$ cat config.mk
export PLATFORM = sky130hd
export DESIGN_NAME = pid_variable_interval
export DESIGN_NICKNAME = d
export VERILOG_FILES = /design/src/sv/pvi_pkg.sv /design/src/sv/pvi_div.sv /design/src/sv/pvi_dp.sv /design/src/sv/pvi_ctrl.sv /design/src/sv/pid_variable_interval.sv
export SDC_FILE = /design/constraint.sdc
export NUM_CORES = 2
export LEC_CHECK = 0
export ABC_AREA = 1
export BUFFER_PORTS_ARGS = -buffer_cell sky130_fd_sc_hd__buf_2
export CORE_ASPECT_RATIO = 1.5
export CORE_MARGIN = 2
export CORE_UTILIZATION = 44
export CTS_CLUSTER_SIZE = 28
export DETAILED_ROUTE_END_ITERATION = 10
export GPL_TIMING_DRIVEN = 0
export PLACE_DENSITY = 0.55
export SYNTH_ARGS = -nofsm -noshare
export SYNTH_HDL_FRONTEND = slang
export SYNTH_SLANG_ARGS = --single-unit
$ cat constraint.sdc
create_clock -name aclk -period 12.25 [get_ports aclk]
set_input_delay 2.45 -clock aclk [delete_from_list [all_inputs] [get_ports aclk]]
set_output_delay 2.45 -clock aclk [all_outputs]
set_load 0.01 [all_outputs]
$ cat src/sv/pvi_pkg.sv
// Types, constants and a saturation helper shared by the variable-interval PID block.
package pvi_pkg;

    localparam int DATA_W    = 32;
    localparam int LIMIT_W   = 31;
    localparam int CFG_IDX_W = 3;
    localparam int DIV_W     = DATA_W + 1;
    localparam int DIV_CNT_W = $clog2(DIV_W + 1);
    localparam int OPA_W     = DATA_W + 1;
    localparam int PROD_W    = OPA_W + DATA_W;
    localparam int WIDE_W    = PROD_W + 1;
    localparam int Q_SHIFT   = 16;

    localparam logic signed [WIDE_W-1:0] SAT_HI =
        {{(WIDE_W-DATA_W+1){1'b0}}, {(DATA_W-1){1'b1}}};
    localparam logic signed [WIDE_W-1:0] SAT_LO =
        {{(WIDE_W-DATA_W+1){1'b1}}, {(DATA_W-1){1'b0}}};

    typedef enum logic [CFG_IDX_W-1:0] {
        REG_GAIN_P         = 3'd0,
        REG_GAIN_I         = 3'd1,
        REG_GAIN_D         = 3'd2,
        REG_INTEGRAL_LIMIT = 3'd3,
        REG_INTERVAL_LIMIT = 3'd4,
        REG_DERIV_MODE     = 3'd5
    } cfg_reg_t;

    typedef enum logic [1:0] {
        MUL_ERR_IVL,
        MUL_T_GI,
        MUL_ERR_GP,
        MUL_Q_GD
    } mul_sel_t;

    typedef enum logic [3:0] {
        ST_IDLE,
        ST_PREP,
        ST_DIFF,
        ST_MUL_T,
        ST_SAT_T,
        ST_MUL_I,
        ST_INC,
        ST_ACC,
        ST_CLAMP,
        ST_MUL_P,
        ST_P,
        ST_WAIT_DIV,
        ST_MUL_D,
        ST_D,
        ST_SUM
    } state_t;

    typedef struct packed {
        logic     load;
        logic     prep;
        logic     diff;
        logic     div_start;
        logic     mul_en;
        mul_sel_t mul_sel;
        logic     t_en;
        logic     inc_en;
        logic     acc_en;
        logic     clamp_en;
        logic     p_en;
        logic     q_en;
        logic     d_en;
        logic     out_load;
    } cmd_t;

    typedef struct packed {
        logic div_done;
        logic out_free;
    } status_t;

    function automatic logic signed [DATA_W-1:0] sat32(input logic signed [WIDE_W-1:0] v);
        logic signed [DATA_W-1:0] r;
        if (v > SAT_HI) begin
            r = SAT_HI[DATA_W-1:0];
        end else if (v < SAT_LO) begin
            r = SAT_LO[DATA_W-1:0];
        end else begin
            r = v[DATA_W-1:0];
        end
        return r;
    endfunction

endpackage

$ cat src/sv/pvi_div.sv
// Restoring unsigned divider, one quotient bit per cycle.
module pvi_div
    import pvi_pkg::*;
(
    input  logic              aclk,
    input  logic              aresetn,
    input  logic              start,
    input  logic [DIV_W-1:0]  dividend,
    input  logic [DATA_W-1:0] divisor,
    output logic              busy,
    output logic [DIV_W-1:0]  quotient
);

    logic [DATA_W-1:0]    rem_reg, rem_next;
    logic [DIV_W-1:0]     quo_reg, quo_next;
    logic [DATA_W-1:0]    den_reg;
    logic [DIV_CNT_W-1:0] cnt_reg;
    logic                 busy_reg;
    logic [DIV_W-1:0]     shifted;
    logic [DIV_W-1:0]     trial;
    logic                 fits;

    always_comb begin
        shifted  = {rem_reg, quo_reg[DIV_W-1]};
        trial    = shifted - {1'b0, den_reg};
        fits     = shifted >= {1'b0, den_reg};
        rem_next = fits ? trial[DATA_W-1:0] : shifted[DATA_W-1:0];
        quo_next = {quo_reg[DIV_W-2:0], fits};
    end

    always_ff @(posedge aclk) begin
        if (!aresetn) begin
            busy_reg <= 1'b0;
            cnt_reg  <= '0;
        end else if (start) begin
            busy_reg <= 1'b1;
            cnt_reg  <= DIV_CNT_W'(DIV_W);
        end else if (busy_reg) begin
            cnt_reg <= cnt_reg - 1'b1;
            if (cnt_reg == DIV_CNT_W'(1)) begin
                busy_reg <= 1'b0;
            end
        end
    end

    always_ff @(posedge aclk) begin
        if (start) begin
            rem_reg <= '0;
            quo_reg <= dividend;
            den_reg <= divisor;
        end else if (busy_reg) begin
            rem_reg <= rem_next;
            quo_reg <= quo_next;
        end
    end

    assign busy     = busy_reg;
    assign quotient = quo_reg;

endmodule

$ cat src/sv/pvi_dp.sv
// Datapath: config registers, loop state, shared multiplier, divider and output register.
module pvi_dp
    import pvi_pkg::*;
(
    input  logic                 aclk,
    input  logic                 aresetn,
    input  logic                 cfg_valid,
    output logic                 cfg_ready,
    input  logic [CFG_IDX_W-1:0] cfg_index,
    input  logic [DATA_W-1:0]    cfg_data,
    input  logic signed [DATA_W-1:0] s_target,
    input  logic signed [DATA_W-1:0] s_measured,
    input  logic [DATA_W-1:0]    s_now,
    input  cmd_t                 cmd,
    output status_t              status,
    output logic                 m_valid,
    input  logic                 m_ready,
    output logic signed [DATA_W-1:0] m_control,
    output logic                 m_zero_interval
);

    // configuration
    logic signed [DATA_W-1:0] gain_p_reg, gain_i_reg, gain_d_reg;
    logic [LIMIT_W-1:0]       int_limit_reg;
    logic [DATA_W-1:0]        ivl_limit_reg;
    logic                     mode_reg;

    // loop state
    logic signed [DATA_W-1:0] acc_reg;
    logic signed [DATA_W-1:0] prev_value_reg;
    logic [DATA_W-1:0]        prev_time_reg;

    // working registers
    logic signed [DATA_W-1:0] tgt_reg, meas_reg;
    logic [DATA_W-1:0]        now_reg;
    logic [DATA_W-1:0]        ivl_reg;
    logic signed [DATA_W-1:0] err_reg;
    logic signed [DIV_W-1:0]  diff_reg;
    logic signed [PROD_W-1:0] prod_reg;
    logic signed [DATA_W-1:0] t_reg, inc_reg, p_reg, q_reg, d_reg;

    logic                     m_valid_reg;
    logic signed [DATA_W-1:0] m_control_reg;
    logic                     m_zero_reg;

    logic signed [OPA_W-1:0]  mul_a;
    logic signed [DATA_W-1:0] mul_b;
    logic signed [DATA_W-1:0] scaled;
    logic signed [DATA_W-1:0] diff_src;
    logic [DIV_W-1:0]         div_dividend;
    logic [DIV_W-1:0]         div_quo;
    logic                     div_busy;
    logic                     zero_ivl;
    logic signed [DIV_W-1:0]  acc_ext;
    logic [DIV_W-1:0]         acc_mag;
    logic signed [DATA_W-1:0] limit_s;
    logic signed [WIDE_W-1:0] quo_ext;

    assign cfg_ready = 1'b1;

    always_ff @(posedge aclk) begin
        if (!aresetn) begin
            gain_p_reg    <= '0;
            gain_i_reg    <= '0;
            gain_d_reg    <= '0;
            int_limit_reg <= '1;
            ivl_limit_reg <= '1;
            mode_reg      <= 1'b0;
        end else if (cfg_valid) begin
            case (cfg_index)
                REG_GAIN_P:         gain_p_reg    <= cfg_data;
                REG_GAIN_I:         gain_i_reg    <= cfg_data;
                REG_GAIN_D:         gain_d_reg    <= cfg_data;
                REG_INTEGRAL_LIMIT: int_limit_reg <= cfg_data[LIMIT_W-1:0];
                REG_INTERVAL_LIMIT: ivl_limit_reg <= cfg_data;
                REG_DERIV_MODE:     mode_reg      <= cfg_data[0];
                default: ;
            endcase
        end
    end

    always_comb begin
        zero_ivl     = (ivl_reg == '0);
        diff_src     = mode_reg ? meas_reg : err_reg;
        div_dividend = diff_reg[DIV_W-1] ? DIV_W'(-diff_reg) : DIV_W'(diff_reg);
        scaled       = sat32(WIDE_W'(prod_reg >>> Q_SHIFT));
        acc_ext      = DIV_W'(acc_reg);
        acc_mag      = acc_reg[DATA_W-1] ? DIV_W'(-acc_ext) : DIV_W'(acc_ext);
        limit_s      = $signed({1'b0, int_limit_reg});
        quo_ext      = $signed(WIDE_W'(div_quo));
        case (cmd.mul_sel)
            MUL_ERR_IVL: begin
                mul_a = $signed({1'b0, ivl_reg});
                mul_b = err_reg;
            end
            MUL_T_GI: begin
                mul_a = OPA_W'(t_reg);
                mul_b = gain_i_reg;
            end
            MUL_ERR_GP: begin
                mul_a = OPA_W'(err_reg);
                mul_b = gain_p_reg;
            end
            MUL_Q_GD: begin
                mul_a = OPA_W'(q_reg);
                mul_b = gain_d_reg;
            end
            default: begin
                mul_a = '0;
                mul_b = '0;
            end
        endcase
    end

    pvi_div u_div (
        .aclk     (aclk),
        .aresetn  (aresetn),
        .start    (cmd.div_start),
        .dividend (div_dividend),
        .divisor  (ivl_reg),
        .busy     (div_busy),
        .quotient (div_quo)
    );

    // loop state: integral and previous sample
    always_ff @(posedge aclk) begin
        if (!aresetn) begin
            acc_reg        <= '0;
            prev_value_reg <= '0;
            prev_time_reg  <= '0;
        end else begin
            if (cmd.diff) begin
                prev_value_reg <= diff_src;
                prev_time_reg  <= now_reg;
            end
            if (cmd.acc_en && (ivl_reg <= ivl_limit_reg)) begin
                acc_reg <= sat32(WIDE_W'(acc_reg) + WIDE_W'(inc_reg));
            end
            if (cmd.clamp_en && (acc_mag >= DIV_W'(int_limit_reg))) begin
                acc_reg <= (acc_reg > 0) ? limit_s : -limit_s;
            end
        end
    end

    always_ff @(posedge aclk) begin
        if (cmd.load) begin
            tgt_reg  <= s_target;
            meas_reg <= s_measured;
            now_reg  <= s_now;
        end
        if (cmd.prep) begin
            ivl_reg <= now_reg - prev_time_reg;
            err_reg <= sat32(WIDE_W'(tgt_reg) - WIDE_W'(meas_reg));
        end
        if (cmd.diff) begin
            diff_reg <= DIV_W'(diff_src) - DIV_W'(prev_value_reg);
        end
        if (cmd.mul_en) begin
            prod_reg <= mul_a * mul_b;
        end
        if (cmd.t_en) begin
            t_reg <= sat32(WIDE_W'(prod_reg));
        end
        if (cmd.inc_en) begin
            inc_reg <= scaled;
        end
        if (cmd.p_en) begin
            p_reg <= scaled;
        end
        if (cmd.q_en) begin
            q_reg <= sat32(diff_reg[DIV_W-1] ? -quo_ext : quo_ext);
        end
        if (cmd.d_en) begin
            d_reg <= zero_ivl ? '0 : scaled;
        end
    end

    // output register
    always_ff @(posedge aclk) begin
        if (!aresetn) begin
            m_valid_reg <= 1'b0;
        end else if (cmd.out_load) begin
            m_valid_reg <= 1'b1;
        end else if (m_ready) begin
            m_valid_reg <= 1'b0;
        end
    end

    always_ff @(posedge aclk) begin
        if (cmd.out_load) begin
            m_control_reg <= sat32(WIDE_W'(p_reg) + WIDE_W'(acc_reg) + WIDE_W'(d_reg));
            m_zero_reg    <= zero_ivl;
        end
    end

    assign status.div_done = !div_busy;
    assign status.out_free = !m_valid_reg || m_ready;

    assign m_valid         = m_valid_reg;
    assign m_control       = m_control_reg;
    assign m_zero_interval = m_zero_reg;

endmodule

$ cat src/sv/pvi_ctrl.sv
// Controller: sequences one sample through the datapath.
module pvi_ctrl
    import pvi_pkg::*;
(
    input  logic    aclk,
    input  logic    aresetn,
    input  logic    s_valid,
    output logic    s_ready,
    input  status_t status,
    output cmd_t    cmd
);

    state_t state_reg, state_next;

    always_ff @(posedge aclk) begin
        if (!aresetn) begin
            state_reg <= ST_IDLE;
        end else begin
            state_reg <= state_next;
        end
    end

    always_comb begin
        state_next = state_reg;
        case (state_reg)
            ST_IDLE:     if (s_valid) state_next = ST_PREP;
            ST_PREP:     state_next = ST_DIFF;
            ST_DIFF:     state_next = ST_MUL_T;
            ST_MUL_T:    state_next = ST_SAT_T;
            ST_SAT_T:    state_next = ST_MUL_I;
            ST_MUL_I:    state_next = ST_INC;
            ST_INC:      state_next = ST_ACC;
            ST_ACC:      state_next = ST_CLAMP;
            ST_CLAMP:    state_next = ST_MUL_P;
            ST_MUL_P:    state_next = ST_P;
            ST_P:        state_next = ST_WAIT_DIV;
            ST_WAIT_DIV: if (status.div_done) state_next = ST_MUL_D;
            ST_MUL_D:    state_next = ST_D;
            ST_D:        state_next = ST_SUM;
            ST_SUM:      if (status.out_free) state_next = ST_IDLE;
            default:     state_next = ST_IDLE;
        endcase
    end

    always_comb begin
        cmd     = '0;
        s_ready = 1'b0;
        case (state_reg)
            ST_IDLE: begin
                s_ready  = 1'b1;
                cmd.load = s_valid;
            end
            ST_PREP:  cmd.prep = 1'b1;
            ST_DIFF:  cmd.diff = 1'b1;
            ST_MUL_T: begin
                cmd.div_start = 1'b1;
                cmd.mul_en    = 1'b1;
                cmd.mul_sel   = MUL_ERR_IVL;
            end
            ST_SAT_T: cmd.t_en = 1'b1;
            ST_MUL_I: begin
                cmd.mul_en  = 1'b1;
                cmd.mul_sel = MUL_T_GI;
            end
            ST_INC:   cmd.inc_en = 1'b1;
            ST_ACC:   cmd.acc_en = 1'b1;
            ST_CLAMP: cmd.clamp_en = 1'b1;
            ST_MUL_P: begin
                cmd.mul_en  = 1'b1;
                cmd.mul_sel = MUL_ERR_GP;
            end
            ST_P:        cmd.p_en = 1'b1;
            ST_WAIT_DIV: cmd.q_en = status.div_done;
            ST_MUL_D: begin
                cmd.mul_en  = 1'b1;
                cmd.mul_sel = MUL_Q_GD;
            end
            ST_D:     cmd.d_en = 1'b1;
            ST_SUM:   cmd.out_load = status.out_free;
            default: ;
        endcase
    end

endmodule

$ cat src/sv/pid_variable_interval.sv
// Top level of the variable-interval PID controller.
//
// Input beat (s_valid/s_ready): setpoint s_target, measurement s_measured and
// timestamp s_now in ticks, all Q16.16 where signed. Each input beat yields
// exactly one output beat (m_valid/m_ready): m_control = sat(p + i + d) and
// m_zero_interval, set when the tick distance to the previous beat was zero.
// Gains and limits are written over cfg_valid/cfg_ready/cfg_index/cfg_data;
// cfg_ready is always high. Write them only while no sample is in flight.
//
// The restoring divider for the derivative quotient runs beside the shared
// 33x32 multiplier, which handles the four products one after another, and
// the controller waits for the divider before it forms the derivative term.
// s_ready is high only while the controller waits for a sample, so one
// sample is in flight at a time.
// The output register lets the next sample be taken while a result waits;
// if the receiver still stalls when that sample is done, the controller
// holds in its final step until the output register frees up.
// Reset (aresetn low, synchronous) clears the integral, previous sample and
// timestamp to zero and restores the register defaults.
module pid_variable_interval
    import pvi_pkg::*;
(
    input  logic                     aclk,
    input  logic                     aresetn,
    input  logic                     s_valid,
    output logic                     s_ready,
    input  logic signed [DATA_W-1:0] s_target,
    input  logic signed [DATA_W-1:0] s_measured,
    input  logic [DATA_W-1:0]        s_now,
    output logic                     m_valid,
    input  logic                     m_ready,
    output logic signed [DATA_W-1:0] m_control,
    output logic                     m_zero_interval,
    input  logic                     cfg_valid,
    output logic                     cfg_ready,
    input  logic [CFG_IDX_W-1:0]     cfg_index,
    input  logic [DATA_W-1:0]        cfg_data
);

    // commands down, status up; nothing else crosses
    cmd_t    cmd;
    status_t status;

    pvi_ctrl u_ctrl (
        .aclk    (aclk),
        .aresetn (aresetn),
        .s_valid (s_valid),
        .s_ready (s_ready),
        .status  (status),
        .cmd     (cmd)
    );

    pvi_dp u_dp (
        .aclk            (aclk),
        .aresetn         (aresetn),
        .cfg_valid       (cfg_valid),
        .cfg_ready       (cfg_ready),
        .cfg_index       (cfg_index),
        .cfg_data        (cfg_data),
        .s_target        (s_target),
        .s_measured      (s_measured),
        .s_now           (s_now),
        .cmd             (cmd),
        .status          (status),
        .m_valid         (m_valid),
        .m_ready         (m_ready),
        .m_control       (m_control),
        .m_zero_interval (m_zero_interval)
    );

endmodule

Yosys cells after proc, flatten, opt, wreduce, memory -nomap -nowiden. Index checks and enable logic that the tools add are counted.

Add/subtract/negate cells: 12. $mul: 1. Order comparisons: 16. Equality and inequality tests: 26. Multiplexer cells: 45. Bitwise logic cells: 1. Reductions and logical operators: 20.

Operators with widths (number): 2-to-1 mux 32 bit (13); greater-than comparator 66 x 32 -> 1 bit, second input constant (4); less-than comparator 66 x 32 -> 1 bit, second input constant (4); 2-to-1 mux 33 bit (4); case mux 33 bit (4 select lines) (1); case mux 32 bit (4 select lines) (1); adder 32 x 32 -> 33 bit (2); 2-to-1 mux 66 bit (1); negator 33 -> 66 bit (1); subtractor 32 x 32 -> 33 bit (2); greater-than comparator 65 x 32 -> 1 bit, second input constant (1); less-than comparator 65 x 32 -> 1 bit, second input constant (1); multiplier 33 x 32 -> 65 bit (1); subtractor 32 bit (2); case mux 4 bit (15 select lines) (1); greater-than comparator 49 x 32 -> 1 bit, second input constant (1); less-than comparator 49 x 32 -> 1 bit, second input constant (1); adder 33 x 32 -> 34 bit (1); >= comparator 33 x 31 -> 1 bit (1); >= comparator 33 x 32 -> 1 bit (1); negator 32 -> 33 bit (1); negator 33 bit (1); greater-than comparator 32 x 1 -> 1 bit, second input constant (1); <= comparator 32 bit (1); 30 further kinds (73).

Flip-flop bits (word level): 816. Input port bits: 136. Output and inout port bits: 36. Logic and storage cells: 152.

Logic depth before layout (Yosys ltp).
Depth after elaboration: 6. Depth in mapped cells: 42. Gate-level depth less buffers: 39.

By module. A second synthesis with hierarchy kept.

Cells, all modules: 10597. Area total of the unflattened synthesis: 86331.5 µm².

By module, submodules not included: pvi_dp (times used 1, cells each 9529, area each 79070.8 µm², seq. area each 18687.9 µm²); pvi_div (times used 1, cells each 998, area each 6867.8 µm², seq. area each 2732.6 µm²); pvi_ctrl (times used 1, cells each 70, area each 392.9 µm², seq. area each 80.1 µm²).

Least setup slack after synthesis. OpenSTA, ideal clock, no wires.

Path kind: register -> register. Start point: reg u_ctrl.state_reg[1]. End point: reg u_dp.prod_reg[61], data pin. Setup time: 0.259 ns. Arrival time: 8.352 ns. Data required time: 11.991 ns. Path slack: 3.639 ns. Stages on the path, launching flop included: 33. Path buffers: 3. Period minus slack after synthesis: 8.611 ns. Path through: dfxtp_1 nor2_2 inv_2 nor2_4 nor3_4 inv_4 buf_8 buf_6 o21ai_4 buf_2 nor2_1 fa_1 inv_1 fa_1 inv_1 fa_1 fa_1 inv_1 fa_1 inv_1 fa_1 inv_1 fa_1 fa_1 inv_1 ha_1 nand2_1 nor2_1 inv_1 nor4_1 nand3_1 nand4_1 xor2_1.

Longest elaborated chain between the ends: 5. Elaborated cells on any way between the ends: 12. Those cells by class: 1 x mul; 7 x eq/ne; 3 x mux; 1 x reduce/logical.

RTL lines: from (decl) (line pvi_ctrl.sv:13) `state_t state_reg, state_next;`; from (signal assigned) (line pvi_ctrl.sv:19) `state_reg <= state_next;`; equality test 4 bit, or another cell as far along (line pvi_ctrl.sv:48) `case (state_reg)`; case mux 3 bit (4 select lines) * (line pvi_ctrl.sv:48); equality test 2 bit, or another cell as far along (line pvi_dp.sv:91) `case (cmd.mul_sel)`; case mux 33 bit (4 select lines) or case mux 32 bit (4 select lines) (tied branches) (line pvi_dp.sv:91); multiplier 33 x 32 -> 65 bit * (line pvi_dp.sv:159) `prod_reg <= mul_a * mul_b;`; to (signal assigned) (line pvi_dp.sv:159); to (decl) (line pvi_dp.sv:39) `logic signed [PROD_W-1:0] prod_reg;`.

Every way passes the cells marked *; elsewhere a longest branch is shown, timed or not. A chain may end at the register's enable or synchronous reset.

Worst setup path after layout.
Start point: reg u_ctrl.state_reg[0]. End point: reg u_dp.prod_reg[60], data pin.

Same word-level chain as after synthesis.

==> results_dict.tcl <==
set metrics [dict create \
    status "finished, violations left" \
    violations "capacitance limit, slew limit" \
    cp-end-kind "register" \
    die_h_um 546.5 \
    drive_gt1_share_pct 6.896 \
    largest_reg_flops 65 \
    antenna_left 0 \
    syn_area_per_cell_sq_um 8.267 \
    crit_path_start_kind "register" \
    synth-seq-area-share_pct 24.90 \
    n_fill_cell 19616 \
    synth_edf_count 516 \
    slew_headroom_pct -10.92 \
    grt_max_degree 66 \
    report.final.slew_viol_count 6 \
    grt_usage_pct 38.85 \
    cts.sinks 816 \
    io_buffers 169 \
    gp_congestion 1.038 \
    layout.nets 12461 \
    grt_pass1_wl_mm 543.0 \
    yosysUniqueCellTypes 76 \
    worst-path-buf-inv 15 \
    drc 0 \
    crit_required_ns 12.80 \
    cp-endpoint "u_dp.prod_reg[60]" \
    critPathLaunch "u_ctrl.state_reg[0]" \
    initialDrtViolationCount 6216 \
    root_buffer "clkbuf_16" \
    hold_viol_final 0 \
    layout_common_cells "nand2_1 (2087), inv_1 (2020), nor2_1 (1254), fa_1 (1150), edfxtp_1 (516)" \
    seqCellArea_sq_mm 0.02150 \
    row_count 199 \
    firstDrtPassIters 6 \
    wirelength_mm 384.5 \
    hold_path_class "reg2reg" \
    grt_pass1_vias 76604 \
    min_path_cells 2 \
    drv_cap 1 \
    fmax_ghz 0.08412 \
    cts_buffer_depth 3 \
    cts_tree "yes" \
    die_x_um 365.7 \
    cts_max_level 3 \
    clk_latency_ns 0.75 \
    synthArstFlopShare_pct 0 \
    skew_ns 0.07751 \
    hpwl_mm 318.7 \
    syn_nets 12178 \
    r2r_end "u_dp.prod_reg[60]" \
    crit_slowest_cell "fa_1" \
    ioPinCount 172 \
    final_common_cell "nand2_1" \
    synth_ff_type "edfxtp_1" \
    r2r_start "u_ctrl.state_reg[0]" \
    finalSetupViolations 0 \
    multi_input_area_sq_mm 0.05519 \
    ys_seq_elements 816 \
    reg2reg_setup_slack_ns 0.36 \
    via_per_inst 5.513 \
    core_area_sq_mm 0.1955 \
    period_needed_ns 11.89 \
    critPathKind "reg2reg" \
    syn-cell-area_sq_mm 0.08634 \
    antenna_found_initial 26 \
    period_share_pct 97.04 \
    critPathMaxFanout 10 \
    yosys_warnings 0 \
    slowest_delay_ns 1.14 \
    worst_pin_slew_ns 1.653 \
    fin_setup_tns_ns 0 \
    vias 74046 \
    cts_buffers 89 \
    arrival_ns 12.44 \
    post_drt_wl_per_cell_um 28.63 \
    cp_top_family "adder cells" \
    gr-total-overflow 0 \
    reg2reg_depth 38 \
    clk_pin_slew_worst_paths_ns 0.06 \
    syn_inst 10445 \
    area_growth_pct 8.786 \
    worst-path-stages 38 \
    start_util_pct 44.18 \
    rsz0062_at_grt "false" \
    fp.dieArea_sq_mm 0.1999 \
]
## per-stage QoR
stage / setup WS, ns / hold slack [ns] / cells / util (%) / instance area, sq um
after floorplan: 3.639 / 0.4300 / 10445 / - / 86340
after global placement: 0.2633 / 0.4432 / 13227 / 46.28 / 90460
after detailed placement: 0.1530 / 0.4505 / 13245 / 46.49 / 90880
after CTS: 0.1462 / 0.4602 / 13411 / 48.00 / 93820
after global routing: 0.1181 / 0.4774 / 13418 / 48.04 / 93900
final: 0.3625 / 0.4586 / 13430 / 48.06 / 93930
## synthesized netlist by cell type (36+ instances only)
cell type | number | area share (%)
a21oi_1 | 455 | 2.6
buf_2 | 156 | 0.90
buf_4 | 52 | 0.45
clkbuf_1 | 134 | 0.58
dfxtp_1 | 300 | 7.0
edfxtp_1 | 516 | 18
fa_1 | 1150 | 27
ha_1 | 447 | 6.5
inv_1 | 2022 | 8.8
inv_2 | 58 | 0.25
nand2_1 | 2088 | 9.1
nand3_1 | 327 | 1.9
nand4_1 | 89 | 0.64
nor2_1 | 1261 | 5.5
nor3_1 | 79 | 0.46
nor4_1 | 42 | 0.30
o211ai_1 | 75 | 0.65
o21ai_0 | 476 | 2.8
o21ai_1 | 36 | 0.21
xnor2_1 | 76 | 0.77
xor2_1 | 249 | 2.5
## metal layers
layer / routed length [um] / up-vias / global-route usage, %
met5: 44 / - / 0
met4: 44220 / 8 / 35.89
met3: 24080 / 1253 / 7.211
met2: 182500 / 3152 / 64.27
met1: 133600 / 36694 / 41.81
li1: - / 32939 / -
## worst reg2reg max path: cells and delay by family, from the launching register on
family | cells | cell delay, ns
flops | 1 | 0.41
compound gates | 2 | 0.77
fa+ha+maj | 9 | 5.75
xor+xnor | 1 | 0.23
buf+inv | 15 | 2.11
simple gates | 11 | 2.50
## area by class of cell
cell class,count,area share [%]
Tap cell,2613,3.481
Timing Repair Buffer,192,1.307
Buffer,367,2.037
Inverter,2088,8.356
Antenna cell,14,0.03730
Multi-Input combinational cell,7174,58.76
Sequential cell,816,22.89
Clock inverter,53,0.5941
Clock buffer,113,2.543
## what timing repair did
item / CTS / global route
setup buffers: 0 / 4
hold buffers: 0 / 0
endpoints found under the hold margin: 0 / 0
endpoints found under the setup margin: 0 / 17
gates resized for setup: 0 / 3
## cell families (layout without fill, tap and decap cells)
kind of cell | after synthesis | count (layout) | synth area share (%)
AO/OA/AOI/OAI | 1277 | 1277 | 8.676
XOR/XNOR | 326 | 326 | 3.316
adder cells (fa/ha/maj) | 1597 | 1597 | 33.14
buffers and inverters | 2455 | 2813 | 11.30
flip-flops | 816 | 816 | 24.90
other | 1 | 15 | 0.004343
AND/OR/NAND/NOR | 3973 | 3973 | 18.66
## worst min-delay path by stage
| stage | end | slack (ns) | startpoint |
|---|---|---|---|
| after floorplan | u_dp.gain_i_reg[23] | 0.43 | u_dp.gain_i_reg[23] |
| after global placement | u_dp.prev_value_reg[25] | 0.44 | u_dp.prev_value_reg[25] |
| after detailed placement | u_dp.prev_time_reg[23] | 0.45 | u_dp.prev_time_reg[23] |
| after CTS | u_dp.prev_value_reg[15] | 0.46 | u_dp.prev_value_reg[15] |
| after global routing | u_dp.prev_time_reg[27] | 0.48 | u_dp.prev_time_reg[27] |
| final | u_dp.prev_value_reg[13] | 0.46 | u_dp.prev_value_reg[13] |
Power is left out: the tool's default activity adds up to more than one toggle a clock period on the data nets, which glitch-free logic cannot reach.
